**src/hdl/swci_pkg.sv**
```systemverilog
`timescale 1ns / 1ps
`default_nettype none
// ----------------------------------------------------------------------------
// swci_pkg
// Shared constants for the sliding-window choppiness index block.
// ----------------------------------------------------------------------------
package swci_pkg;

	localparam int MAX_WINDOW = 64;
	localparam int ADDR_W     = $clog2(MAX_WINDOW);
	localparam int WIN_W      = $clog2(MAX_WINDOW + 1);
	localparam int SMP_W      = 16;
	localparam int CI_W       = 15;
	localparam int CNT_W      = 32;
	// sum of up to MAX_WINDOW-1 absolute steps of 16-bit samples
	localparam int SUM_W      = SMP_W + $clog2(MAX_WINDOW);
	localparam int EXP_W      = $clog2(SUM_W);
	localparam int LOG_W      = EXP_W + 16;
	localparam int LN_W       = $clog2(WIN_W) + 16;
	localparam int DVD_W      = LOG_W + CI_W + 1;

	localparam logic [CI_W-1:0] CI_NEUTRAL = 15'd15821;
	localparam logic [CI_W-1:0] CI_FULL    = 15'd25600;

	localparam logic [WIN_W-1:0] WIN_RESET  = 7'd14;
	localparam logic [WIN_W-1:0] MIN_RESET  = 7'd2;
	localparam logic [CI_W-1:0]  TREND_RESET = 15'd9779;
	localparam logic [CI_W-1:0]  CHOP_RESET  = 15'd15821;

	typedef enum logic [1:0] {
		REG_WINDOW = 2'd0,
		REG_MIN    = 2'd1,
		REG_TREND  = 2'd2,
		REG_CHOP   = 2'd3
	} reg_idx_t;

endpackage
`default_nettype wire

```
**src/hdl/swci_ram.sv**
```systemverilog
`timescale 1ns / 1ps
`default_nettype none
// ----------------------------------------------------------------------------
// swci_ram
// Generic simple dual-port RAM (one write port, one read port) with registered read.
// ----------------------------------------------------------------------------
module swci_ram #(
	parameter int WIDTH = 16,
	parameter int DEPTH = 64
) (
	input  wire logic                     clk,
	input  wire logic                     we,
	input  wire logic [$clog2(DEPTH)-1:0] waddr,
	input  wire logic [WIDTH-1:0]         wdata,
	input  wire logic [$clog2(DEPTH)-1:0] raddr,
	output logic      [WIDTH-1:0]         rdata
);

	logic [WIDTH-1:0] mem_q [DEPTH];

	always_ff @(posedge clk) begin
		if (we) begin
			mem_q[waddr] <= wdata;
		end
		rdata <= mem_q[raddr];
	end

endmodule
`default_nettype wire

```
**src/hdl/sliding_window_choppiness_index_top.sv**
```systemverilog
`timescale 1ns / 1ps
`default_nettype none
// ----------------------------------------------------------------------------
// sliding_window_choppiness_index_top
// Ring window of bias samples; sum of steps, range, log2 ratio, index events.
// ----------------------------------------------------------------------------
//  channel | handshake               | payload
//  in      | in_valid / in_ready     | bias_sample
//  out     | out_valid / out_ready   | choppiness, events, counts
//  cfg     | cfg_we                  | cfg_addr, cfg_data
//
//  an item with too few samples goes from idle straight to the finish step
//  otherwise: window walk, three logs on the shared squaring unit, one
//  multiply and a restoring divide, with early exits to the finish step
//  in_ready is high only in idle; a word in the output register does not block
//  the next input, only the finish step waits for a free output register
//  asynchronous reset clears control, counters and config to defaults
// ----------------------------------------------------------------------------
module sliding_window_choppiness_index_top import swci_pkg::*; (
	input  wire logic              clk,
	input  wire logic              arst_n,
	input  wire logic              in_valid,
	output logic                   in_ready,
	input  wire logic signed [SMP_W-1:0] bias_sample,
	output logic                   out_valid,
	input  wire logic              out_ready,
	output logic [CI_W-1:0]        choppiness,
	output logic                   trend_event,
	output logic                   chop_event,
	output logic [CNT_W-1:0]       trend_count,
	output logic [CNT_W-1:0]       chop_count,
	output logic [CNT_W-1:0]       sample_count,
	input  wire logic              cfg_we,
	input  wire logic [1:0]        cfg_addr,
	input  wire logic [CI_W-1:0]   cfg_data
);

	typedef enum logic [6:0] {
		ST_IDLE  = 7'b0000001,
		ST_WALK  = 7'b0000010,
		ST_LNORM = 7'b0000100,
		ST_LSQ   = 7'b0001000,
		ST_MUL   = 7'b0010000,
		ST_DIV   = 7'b0100000,
		ST_FIN   = 7'b1000000
	} state_t;

	typedef enum logic [1:0] {
		SEL_SUM = 2'd0,
		SEL_RNG = 2'd1,
		SEL_N   = 2'd2
	} log_sel_t;

	state_t            st_q;
	log_sel_t          sel_q;
	logic [WIN_W-1:0]  win_q, min_q;
	logic [CI_W-1:0]   trend_thr_q, chop_thr_q;
	logic [ADDR_W-1:0] wp_q;
	logic [WIN_W-1:0]  fill_q, n_q, iss_q, rcv_q;
	logic [ADDR_W-1:0] raddr_q;
	logic              rvalid_q, comp_q;
	logic              was_trend_q, was_chop_q;
	logic [CNT_W-1:0]  tcnt_q, ccnt_q, scnt_q;
	logic signed [SMP_W-1:0] prev_q, lo_q, hi_q;
	logic [SUM_W-1:0]  sum_q;
	logic [EXP_W-1:0]  e_q;
	logic [30:0]       m_q;
	logic [15:0]       frac_q;
	logic [3:0]        k_q;
	logic [LOG_W-1:0]  lsum_q, lrng_q;
	logic [LN_W-1:0]   ln_q;
	logic [DVD_W-1:0]  dvd_q;
	logic [LN_W-1:0]   rem_q;
	logic [5:0]        dc_q;
	logic [CI_W-1:0]   ci_q;
	logic              ovalid_q;

	// effective window
	logic [WIN_W-1:0]  w;
	always_comb begin
		priority if (win_q < WIN_W'(2)) begin
			w = WIN_W'(2);
		end else if (win_q > WIN_W'(MAX_WINDOW)) begin
			w = WIN_W'(MAX_WINDOW);
		end else begin
			w = win_q;
		end
	end

	// accept path
	logic              acc;
	logic [ADDR_W-1:0] wp_use;
	logic [WIN_W-1:0]  wp_inc, fill_new;
	logic [ADDR_W-1:0] wp_new;
	logic [WIN_W:0]    start_sum;
	logic [ADDR_W-1:0] start;

	assign in_ready = (st_q == ST_IDLE);
	assign acc      = in_valid && in_ready;

	always_comb begin
		wp_use    = (WIN_W'(wp_q) >= w) ? '0 : wp_q;
		wp_inc    = WIN_W'(wp_use) + WIN_W'(1);
		wp_new    = (wp_inc == w) ? '0 : wp_inc[ADDR_W-1:0];
		fill_new  = (fill_q < w) ? fill_q + WIN_W'(1) : fill_q;
		start_sum = (WIN_W+1)'(wp_new) + (WIN_W+1)'(w) - (WIN_W+1)'(fill_new);
		start     = (start_sum >= (WIN_W+1)'(w)) ?
			ADDR_W'(start_sum - (WIN_W+1)'(w)) : ADDR_W'(start_sum);
	end

	logic [SMP_W-1:0] rdata;
	logic [WIN_W-1:0] raddr_inc;
	assign raddr_inc = WIN_W'(raddr_q) + WIN_W'(1);

	swci_ram #(.WIDTH(SMP_W), .DEPTH(MAX_WINDOW)) u_store (
		.clk   (clk),
		.we    (acc),
		.waddr (wp_use),
		.wdata (bias_sample),
		.raddr (raddr_q),
		.rdata (rdata)
	);

	// walk arithmetic
	logic signed [SMP_W-1:0] cur;
	logic signed [SMP_W:0]   dif;
	logic [SMP_W-1:0]        adif;
	logic signed [SMP_W:0]   rng_full;
	logic [SMP_W-1:0]        rng;

	always_comb begin
		cur      = signed'(rdata);
		dif      = {cur[SMP_W-1], cur} - {prev_q[SMP_W-1], prev_q};
		adif     = dif[SMP_W] ? SMP_W'(-dif) : SMP_W'(dif);
		rng_full = {hi_q[SMP_W-1], hi_q} - {lo_q[SMP_W-1], lo_q};
		rng      = SMP_W'(rng_full);
	end

	// shared log2 unit: normalize, then one squaring per fraction bit
	function automatic logic [EXP_W-1:0] msb_idx(input logic [SUM_W-1:0] x);
		logic [EXP_W-1:0] r;
		r = '0;
		for (int i = 0; i < SUM_W; i++) begin
			if (x[i]) begin
				r = EXP_W'(i);
			end
		end
		return r;
	endfunction

	logic [SUM_W-1:0] lx;
	logic [EXP_W-1:0] le;
	logic [30:0]      lm;
	logic [61:0]      prod;
	logic [31:0]      sq;
	logic [15:0]      frac_new;
	logic [LOG_W-1:0] lres;

	always_comb begin
		unique case (sel_q)
			SEL_SUM: lx = sum_q;
			SEL_RNG: lx = SUM_W'(rng);
			SEL_N:   lx = SUM_W'(n_q);
			default: lx = sum_q;
		endcase
		le       = msb_idx(lx);
		lm       = 31'({{(31 - SUM_W){1'b0}}, lx} << (EXP_W'(30) - le));
		prod     = 62'(m_q) * 62'(m_q);
		sq       = prod[61:30];
		frac_new = {frac_q[14:0], sq[31]};
		lres     = {e_q, frac_new};
	end

	// multiply and divide
	logic signed [LOG_W:0] d;
	logic [LN_W:0]         rem_n;
	logic                  qbit;
	logic [DVD_W-1:0]      quo;

	always_comb begin
		d     = signed'({1'b0, lsum_q}) - signed'({1'b0, lrng_q});
		rem_n = {rem_q, dvd_q[DVD_W-1]};
		qbit  = (rem_n >= {1'b0, ln_q});
		quo   = {dvd_q[DVD_W-2:0], qbit};
	end

	// finish
	logic t_now, c_now, te, ce, can_fin;
	always_comb begin
		t_now   = ci_q < trend_thr_q;
		c_now   = ci_q > chop_thr_q;
		te      = comp_q && t_now && !was_trend_q;
		ce      = comp_q && c_now && !was_chop_q;
		can_fin = !ovalid_q || out_ready;
	end

	always_ff @(posedge clk or negedge arst_n) begin
		if (!arst_n) begin
			st_q        <= ST_IDLE;
			sel_q       <= SEL_SUM;
			win_q       <= WIN_RESET;
			min_q       <= MIN_RESET;
			trend_thr_q <= TREND_RESET;
			chop_thr_q  <= CHOP_RESET;
			wp_q        <= '0;
			fill_q      <= '0;
			n_q         <= '0;
			iss_q       <= '0;
			rcv_q       <= '0;
			raddr_q     <= '0;
			rvalid_q    <= 1'b0;
			comp_q      <= 1'b0;
			was_trend_q <= 1'b0;
			was_chop_q  <= 1'b0;
			tcnt_q      <= '0;
			ccnt_q      <= '0;
			scnt_q      <= '0;
			prev_q      <= '0;
			lo_q        <= '0;
			hi_q        <= '0;
			sum_q       <= '0;
			e_q         <= '0;
			m_q         <= '0;
			frac_q      <= '0;
			k_q         <= '0;
			lsum_q      <= '0;
			lrng_q      <= '0;
			ln_q        <= '0;
			dvd_q       <= '0;
			rem_q       <= '0;
			dc_q        <= '0;
			ci_q        <= CI_NEUTRAL;
			ovalid_q    <= 1'b0;
			choppiness  <= '0;
			trend_event <= 1'b0;
			chop_event  <= 1'b0;
			trend_count <= '0;
			chop_count  <= '0;
			sample_count <= '0;
		end else begin
			if (cfg_we) begin
				unique case (reg_idx_t'(cfg_addr))
					REG_WINDOW: begin
						win_q  <= cfg_data[WIN_W-1:0];
						wp_q   <= '0;
						fill_q <= '0;
					end
					REG_MIN:   min_q       <= cfg_data[WIN_W-1:0];
					REG_TREND: trend_thr_q <= cfg_data;
					REG_CHOP:  chop_thr_q  <= cfg_data;
					default: ;
				endcase
			end

			// the finish step reloads the output register itself
			if (ovalid_q && out_ready && st_q != ST_FIN) begin
				ovalid_q <= 1'b0;
			end

			unique case (st_q)
				ST_IDLE: begin
					if (acc) begin
						wp_q     <= wp_new;
						fill_q   <= fill_new;
						n_q      <= fill_new;
						scnt_q   <= scnt_q + CNT_W'(1);
						raddr_q  <= start;
						iss_q    <= '0;
						rcv_q    <= '0;
						rvalid_q <= 1'b0;
						sum_q    <= '0;
						ci_q     <= CI_NEUTRAL;
						comp_q   <= (fill_new >= min_q);
						st_q     <= (fill_new >= min_q) ? ST_WALK : ST_FIN;
					end
				end
				ST_WALK: begin
					// one read issued per cycle, its data arrives in the next cycle
					rvalid_q <= (iss_q < n_q);
					if (iss_q < n_q) begin
						iss_q   <= iss_q + WIN_W'(1);
						raddr_q <= (raddr_inc == w) ? '0 : raddr_inc[ADDR_W-1:0];
					end
					if (rvalid_q) begin
						rcv_q  <= rcv_q + WIN_W'(1);
						prev_q <= cur;
						if (rcv_q == '0) begin
							lo_q <= cur;
							hi_q <= cur;
						end else begin
							sum_q <= sum_q + SUM_W'(adif);
							if (cur < lo_q) lo_q <= cur;
							if (cur > hi_q) hi_q <= cur;
						end
						if (rcv_q == n_q - WIN_W'(1)) begin
							st_q  <= ST_LNORM;
							sel_q <= SEL_SUM;
						end
					end
				end
				ST_LNORM: begin
					if (n_q < WIN_W'(2) || rng == '0 || sum_q == '0) begin
						ci_q <= CI_NEUTRAL;
						st_q <= ST_FIN;
					end else begin
						e_q    <= le;
						m_q    <= lm;
						frac_q <= '0;
						k_q    <= 4'd15;
						st_q   <= ST_LSQ;
					end
				end
				ST_LSQ: begin
					m_q    <= sq[31] ? sq[31:1] : sq[30:0];
					frac_q <= frac_new;
					k_q    <= k_q - 4'd1;
					if (k_q == '0) begin
						unique case (sel_q)
							SEL_SUM: begin
								lsum_q <= lres;
								sel_q  <= SEL_RNG;
								st_q   <= ST_LNORM;
							end
							SEL_RNG: begin
								lrng_q <= lres;
								sel_q  <= SEL_N;
								st_q   <= ST_LNORM;
							end
							SEL_N: begin
								ln_q <= LN_W'(lres);
								st_q <= ST_MUL;
							end
							default: st_q <= ST_IDLE;
						endcase
					end
				end
				ST_MUL: begin
					if (d[LOG_W] || d == '0) begin
						ci_q <= '0;
						st_q <= ST_FIN;
					end else begin
						dvd_q <= DVD_W'(d[LOG_W-1:0]) * DVD_W'(CI_FULL)
							+ DVD_W'(ln_q >> 1);
						rem_q <= '0;
						dc_q  <= 6'(DVD_W - 1);
						st_q  <= ST_DIV;
					end
				end
				ST_DIV: begin
					rem_q <= qbit ? LN_W'(rem_n - {1'b0, ln_q}) : rem_n[LN_W-1:0];
					dvd_q <= quo;
					dc_q  <= dc_q - 6'd1;
					if (dc_q == '0) begin
						ci_q <= (quo > DVD_W'(CI_FULL)) ? CI_FULL : quo[CI_W-1:0];
						st_q <= ST_FIN;
					end
				end
				ST_FIN: begin
					if (can_fin) begin
						if (comp_q) begin
							was_trend_q <= t_now;
							was_chop_q  <= c_now;
						end
						if (te) tcnt_q <= tcnt_q + CNT_W'(1);
						if (ce) ccnt_q <= ccnt_q + CNT_W'(1);
						choppiness   <= ci_q;
						trend_event  <= te;
						chop_event   <= ce;
						trend_count  <= tcnt_q + CNT_W'(te);
						chop_count   <= ccnt_q + CNT_W'(ce);
						sample_count <= scnt_q;
						ovalid_q     <= 1'b1;
						st_q         <= ST_IDLE;
					end
				end
				default: st_q <= ST_IDLE;
			endcase
		end
	end

	assign out_valid = ovalid_q;

	a_walk_bound: assert property (@(posedge clk) disable iff (!arst_n)
		(st_q == ST_WALK) |-> (iss_q <= n_q && rcv_q <= iss_q))
		else $error("window walk ran past the held samples");

	a_div_nonzero: assert property (@(posedge clk) disable iff (!arst_n)
		(st_q == ST_DIV) |-> (ln_q != '0))
		else $error("divide with zero log of sample count");

	a_ci_range: assert property (@(posedge clk) disable iff (!arst_n)
		out_valid |-> (choppiness <= CI_FULL))
		else $error("index above full scale");

	a_fill_bound: assert property (@(posedge clk) disable iff (!arst_n)
		acc |=> (fill_q >= WIN_W'(1) && fill_q <= w))
		else $error("fill level outside window after accept");

endmodule
`default_nettype wire
```
**config.mk**
```make
export PLATFORM = sky130hd
export DESIGN_NAME = sliding_window_choppiness_index_top
export DESIGN_NICKNAME = d
export VERILOG_FILES = /design/src/hdl/swci_pkg.sv /design/src/hdl/swci_ram.sv /design/src/hdl/sliding_window_choppiness_index_top.sv
export SDC_FILE = /design/constraint.sdc
export NUM_CORES = 2
export LEC_CHECK = 0
export ABC_CLOCK_PERIOD_IN_PS = 13400
export BUFFER_PORTS_ARGS = -buffer_cell sky130_fd_sc_hd__clkbuf_2
export CAP_MARGIN = 20
export CORE_MARGIN = 2
export CORE_UTILIZATION = 60
export DETAILED_ROUTE_END_ITERATION = 8
export PLACE_DENSITY_LB_ADDON = 0.25
export SYNTH_ARGS = -nofsm -noshare
export SYNTH_HDL_FRONTEND = slang
export SYNTH_HIERARCHICAL = 1
export SYNTH_SLANG_ARGS = --single-unit
export TNS_END_PERCENT = 50
```
**constraint.sdc**
```tcl
create_clock -name clk -period 13.4 [get_ports clk]
set_input_delay 2.01 -clock clk [delete_from_list [all_inputs] [get_ports clk]]
set_output_delay 2.01 -clock clk [all_outputs]
set_load 0.02 [all_outputs]
```
; Word level (Yosys, flattened, before mapping)
; Memories as Yosys holds them, arrays and structs flattened. A register that Yosys moved wholly into a read port is not among the register bits.
; Cells that the tools add are included.
; W data, S select, Z words.
[classes]
shift = 1
bitwise_logic = 1
n_mul = 2
mux = 97
add_sub_neg = 24
reduce_logical = 55
order_cmp = 14
eq_ne = 29
[ops]
columns = cell, count
row1 = $mux W7, 19
row2 = $mux W5, 20
row3 = $add A32 B1 Y32 const B, 3
row4 = $mux W15, 6
row5 = $pmux W22 S2, 2
row6 = $mux W16, 5
row7 = $pmux W37 S2, 1
row8 = $mux W22, 3
row9 = $mux W6, 11
row10 = $add A32 B1 Y32, 2
row11 = $mul A31 B31 Y62, 1
row12 = $mux W31, 2
row13 = $pmux W31 S2, 1
row14 = $pmux W15 S4, 1
row15 = $pmux W7 S7, 1
row16 = $logic_not A22 Y1, 2
row17 = $mux W19, 2
row18 = $pmux W19 S2, 1
row19 = $add A36 B18 Y37, 1
row20 = $gt A37 B15 Y1 const B, 1
row21 = $mux W37, 1
row22 = $shl A22 B5 Y31, 1
row23 = $pmux W15 S2, 1
row24 = $reduce_and A3 Y1, 10
row25 = other kinds (66), 125
[totals]
in_bits = 38
reg_bits = 570
mem_count = 1
out_inout_bits = 115
elab_cells = 265
mem_bits_rw = 1024
[mem_list]
columns = memory, words, word_bits, read_ports, rd_ports_with_merged_regs, write_ports, line
row1 = u_store.mem_q, 64, 16, 1, 1, 1, swci_ram.sv:19  ; logic [WIDTH-1:0] mem_q [DEPTH];

; Logic depth before layout (Yosys ltp)
[logic_depth]
depth_word = 27
ltp_mapped = 37
depth_no_buf = 37

; By module
; The synthesis kept the hierarchy.
[by_module_without_submodules]
columns = mod, area_per_inst_um2, instances, seq_area_each_um2, cells_each
row1 = sliding_window_choppiness_index_top, 64292.9, 1, 14303.7, 7045
row2 = swci_ram, 39978.3, 1, 31069.8, 1820

; Worst setup path before layout
; OpenSTA, ideal clock, no wires.
[synth_path]
path_kind = reg-to-reg
startpoint = reg m_q[4]
endpoint = reg m_q[10]
required_ps = 13280
arrival_ps = 8489
n_path_buf = 3
synth_period_minus_slack_ps = 8609
setup_time_ps = 120
path_stages_with_launch = 33
setup_slack_ps = 4791
path_cell_list = dfrtp_1 -> clkbuf_1 -> clkbuf_1 -> nand2_1 -> fa_1 -> inv_1 -> fa_1 -> inv_1 -> fa_1 -> inv_1 -> fa_1 -> inv_1 -> fa_1 -> inv_1 -> ha_1 -> inv_1 -> fa_1 -> inv_1 -> fa_1 -> ha_1 -> a211o_1 -> a221oi_1 -> o21ai_0 -> o2111ai_1 -> nor4b_1 -> nor3_1 -> a221o_1 -> a41oi_1 -> xor2_1 -> clkbuf_1 -> mux2i_1 -> o22ai_1 -> a31o_2
[synth_via]
elab_chain_len = 3
[synth_lines]
columns = item, line
row1 = "start, declared", sliding_window_choppiness_index_top.sv:67  ; logic [30:0] m_q;
row2 = "start signal, assigned", sliding_window_choppiness_index_top.sv:307  ; m_q <= lm;
row3 = "start signal, assigned", sliding_window_choppiness_index_top.sv:314  ; m_q <= sq[31] ? sq[31:1] : sq[30:0];
row4 = $mul A31 B31 Y62, sliding_window_choppiness_index_top.sv:168  ; prod = 62'(m_q) * 62'(m_q);
row5 = $mux W31, sliding_window_choppiness_index_top.sv:314
row6 = $pmux W31 S2, sliding_window_choppiness_index_top.sv:260  ; unique case (st_q)
; Every way passes these cells.
; A chain may end at the register's enable or synchronous reset.

; Worst setup path after layout
[layout_path]
startpoint = reg m_q[7]
endpoint = reg m_q[28]
; Same word-level chain as after synthesis.

==> flow_metrics.env <==
export IMPL_fin_tns_setup_ps=0
export IMPL_grt_ovfl_total=0
export IMPL_cpMaxStageDelayCell="xor2_2"
export IMPL_ant_nets=0
export IMPL_intPower_mw=8.14
export IMPL_min_path_type="register to register"
export IMPL_skew_ps=77.5
export IMPL_crit_required_ps=14150
export IMPL_cap_violations=0
export IMPL_synth_seq_area_share=0.435
export IMPL_synth_edff_count=1024
export IMPL_combPwrFrac=0.040
export IMPL_synth_seq_cells=1610
export IMPL_switchingPower_mw=2.36
export IMPL_slowest_delay_ps=820
export IMPL_die_h_um=421
export IMPL_drtIter0Drc=7112
export IMPL_postCtsHoldBufs=0
export IMPL_drtPass1Iterations=6
export IMPL_initial_core_util=0.606
export IMPL_rows=152
export IMPL_whs_ps=471
export IMPL_worstPathArrival_ps=11270
export IMPL_power_density_mw_per_mm2=92.7
export IMPL_nets=10400
export IMPL_finalCritPeriodShare=0.785
export IMPL_ir_drop_uv=128
export IMPL_pwr_share_seq=0.509
export IMPL_route_detailed_wl_per_inst_um=24.3
export IMPL_rsz0062_at_grt="no"
export IMPL_path_max_fanout=25
export IMPL_slew_violations=0
export IMPL_via_per_inst=6.07
export IMPL_die_area_mm2=0.177
export IMPL_worstSetupEndpointType="register"
export IMPL_switching_share=0.225
export IMPL_ff2ff_path_depth=28
export IMPL_setup_violations=0
export IMPL_syn_area_mm2=0.104
export IMPL_cts_tree="built"
export IMPL_status="finished, final reports clean"
export IMPL_start_kind="register"
export IMPL_antenna_found_initial=14
export IMPL_critPathBufInv=7
export IMPL_vias=69400
export IMPL_hpwlAfterDp_um=195000
export IMPL_clock_path_buffers=3
export IMPL_crit_cells=28
export IMPL_layout_min_cycle_time_ps=10510
export IMPL_totalWireLength_um=277000
export IMPL_cpMostUsedCell="fa_1"
export IMPL_p_clk_frac=0.451
export IMPL_fp_dieW_um=421
export IMPL_synthArstFlopShare=0.354
export IMPL_io_pins=153
export IMPL_root_buffer="clkbuf_16"
export IMPL_avgSynthCellArea_um2=11.8
export IMPL_drc=0
export IMPL_ctsResizeCount=0
export IMPL_min_path_cells=2
export IMPL_synth_nets=10200
export IMPL_grt_total_usage=0.320
export IMPL_synth_top_flop_cell="edfxtp_1"
export IMPL_gp_congestion=0.963
export IMPL_h_tree_depth=4
export IMPL_slew_headroom=0.235
export IMPL_cts_made_buffers=165
export IMPL_area_delta_synth_final_pct=8.60
export IMPL_synth_cell_types=112
export IMPL_grt_pass1_wl_um=428000
export IMPL_ys_warn_count=6
export IMPL_critPathKind="register to register"
export IMPL_grt_max_degree=158
export IMPL_io_buffers=152
export IMPL_cts_sinks=1610
export IMPL_grt_pass1_vias=71700
export IMPL_tightestPinTransition_ps=1150
export IMPL_max_freq_mhz=95.1
export IMPL_finalHoldViolations=0
export IMPL_core_area_mm2=0.172
export IMPL_path_clk_slew_ps=60
export IMPL_insertion_delay_ps=860
export IMPL_synthCells=8865
export IMPL_power_leakage_nw=51.6
export IMPL_drive_above_1_share=0.121
export IMPL_cts_setup_buffers=0
export IMPL_crit_family="adder cells"
-- cells in the mapped netlist (22+ instances only) --
master	n	area, um2
a22oi_1	96	721
and3_1	50	313
buf_2	36	180
a31oi_1	43	269
o21ai_0	326	1630
a221oi_1	32	280
nor4_1	43	269
dfstp_2	32	841
xor2_1	159	1390
nand4_1	67	419
mux4_2	222	5000
a21o_1	115	863
nand3_1	174	871
inv_1	1263	4740
a21oi_1	229	1150
and4_1	22	193
mux2i_1	116	1160
ha_1	559	6990
nand2b_1	45	282
dfrtp_1	538	13500
or2_2	24	150
edfxtp_1	1024	30700
o211ai_1	22	165
nand2_1	902	3390
fa_1	786	15700
nor3_1	85	425
nor2_1	393	1480
a211oi_1	42	315
or3_1	31	194
mux2_2	158	1780
clkbuf_1	278	1040
xnor2_1	220	1930
o21a_1	33	248
and2_1	173	1080
nor2b_1	80	500
-- flip-flops by register name (all words and copies together) (netlist names), 15 cells and up --
name and count:
ci_q 15, trend_count 32, u_store/rdata 16, lo_q 16
sum_q 22, chop_count 32, lsum_q 21, rem_q 19
ccnt_q 32, dvd_q 37, m_q 31, prev_q 16
hi_q 16, tcnt_q 32, u_store/mem_q 1024, scnt_q 32
choppiness 15, frac_q 15, ln_q 19, chop_thr_q 15
trend_thr_q 15, sample_count 32, lrng_q 21
-- layer usage --
metal  GRT usage  part of all wire  up-vias
li1            -                 -    30600
met1       0.442              0.40    35200
met2       0.508              0.47     3039
met3      0.0639             0.091      537
met4       0.116             0.040        8
met5           0           0.00020        -
-- worst reg2reg max path: cells and delay by family, from the launching register on --
kind                       cells  cell delay (ps)
adders and majority gates      9             4280
AOI/OAI and AO/OA              9             3030
buffers and inverters          7             1300
xor gates and xnor gates       1              820
and+or+nand+nor                2              700
DFF                            1              320
-- final timing paths --
kind	startpoint	to	slack (ps)
min	sample_count[15]$_DFFE_PN0P_	sample_count[15]$_DFFE_PN0P_	470
max	m_q[7]$_DFFE_PN0P_	m_q[28]$_DFFE_PN0P_	2890
max reg2reg	m_q[7]$_DFFE_PN0P_	m_q[28]$_DFFE_PN0P_	2890
min in group asynchronous	arst_n	trend_count[25]$_DFFE_PN0P_	1240
min reg2reg	sample_count[15]$_DFFE_PN0P_	sample_count[15]$_DFFE_PN0P_	470
max in group asynchronous	arst_n	m_q[12]$_DFFE_PN0P_	9780
-- layout by cell type, fill, tap and decap left out, types with 43 or more instances in the layout --
master        n
nor2_1      373
mux2i_1     116
ha_1        559
nor4_1       43
and2_1      173
a21oi_1     228
buf_4       143
mux4_2      222
nand2_1     901
dfrtp_1     529
clkbuf_16   166
nor2b_1      78
fa_1        786
a21o_1      115
nand4_1      67
xor2_1      157
and3_1       50
a31oi_1      43
mux2_2      158
a22oi_1      96
clkbuf_2    151
xnor2_1     216
inv_1      1263
nand3_1     173
o21ai_0     325
edfxtp_1   1024
nand2b_1     45
nor3_1       84
-- kinds of logic (layout without fill, tap and decap cells) --
logic type | after synthesis | count (layout) | share of synthesized area
compound gates | 1214 | 1214 | 0.0775
xor+xnor | 379 | 379 | 0.0318
fa+ha+maj | 1345 | 1345 | 0.218
buf+inv | 1645 | 1884 | 0.0625
flops | 1610 | 1610 | 0.435
mux | 499 | 499 | 0.0768
other cells | 0 | 4 | 0
simple gates | 2173 | 2173 | 0.0983
-- power by group through the flow --
stage | combinational (mW) | sequential (mW) | clock [mW]
global placement | 0.402 | 5.44 | 0
CTS | 0.421 | 5.34 | 4.78
global route | 0.465 | 5.34 | 4.97
finish | 0.419 | 5.34 | 4.73
floorplan | 0.245 | 5.44 | 0
detailed placement | 0.417 | 5.44 | 0
-- layout make-up --
class | instances | area (um2)
clock buffer | 207 | 4460
fill | 12700 | 58900
timing repair buffer | 308 | 2030
tap | 2310 | 2890
sequential | 1610 | 45400
multi-input combinational | 5610 | 52500
inverter | 1274 | 4780
clock inverter | 95 | 1160
antenna | 4 | 10.0
-- per-stage QoR --
stage / setup WS (ps) / instances / util / power [mW] / instance area (um2)
after floorplan: 4790 / 8865 / - / 5.68 / 104000
after global placement: 3280 / 11100 / 0.625 / 5.84 / 108000
after detailed placement: 2990 / 11100 / 0.625 / 5.86 / 108000
after CTS: 2980 / 11400 / 0.658 / 10.5 / 113000
after global routing: 2390 / 11400 / 0.658 / 10.8 / 113000
final: 2890 / 11400 / 0.658 / 10.5 / 113000
Note: power is estimated with default switching activity, not from simulation.
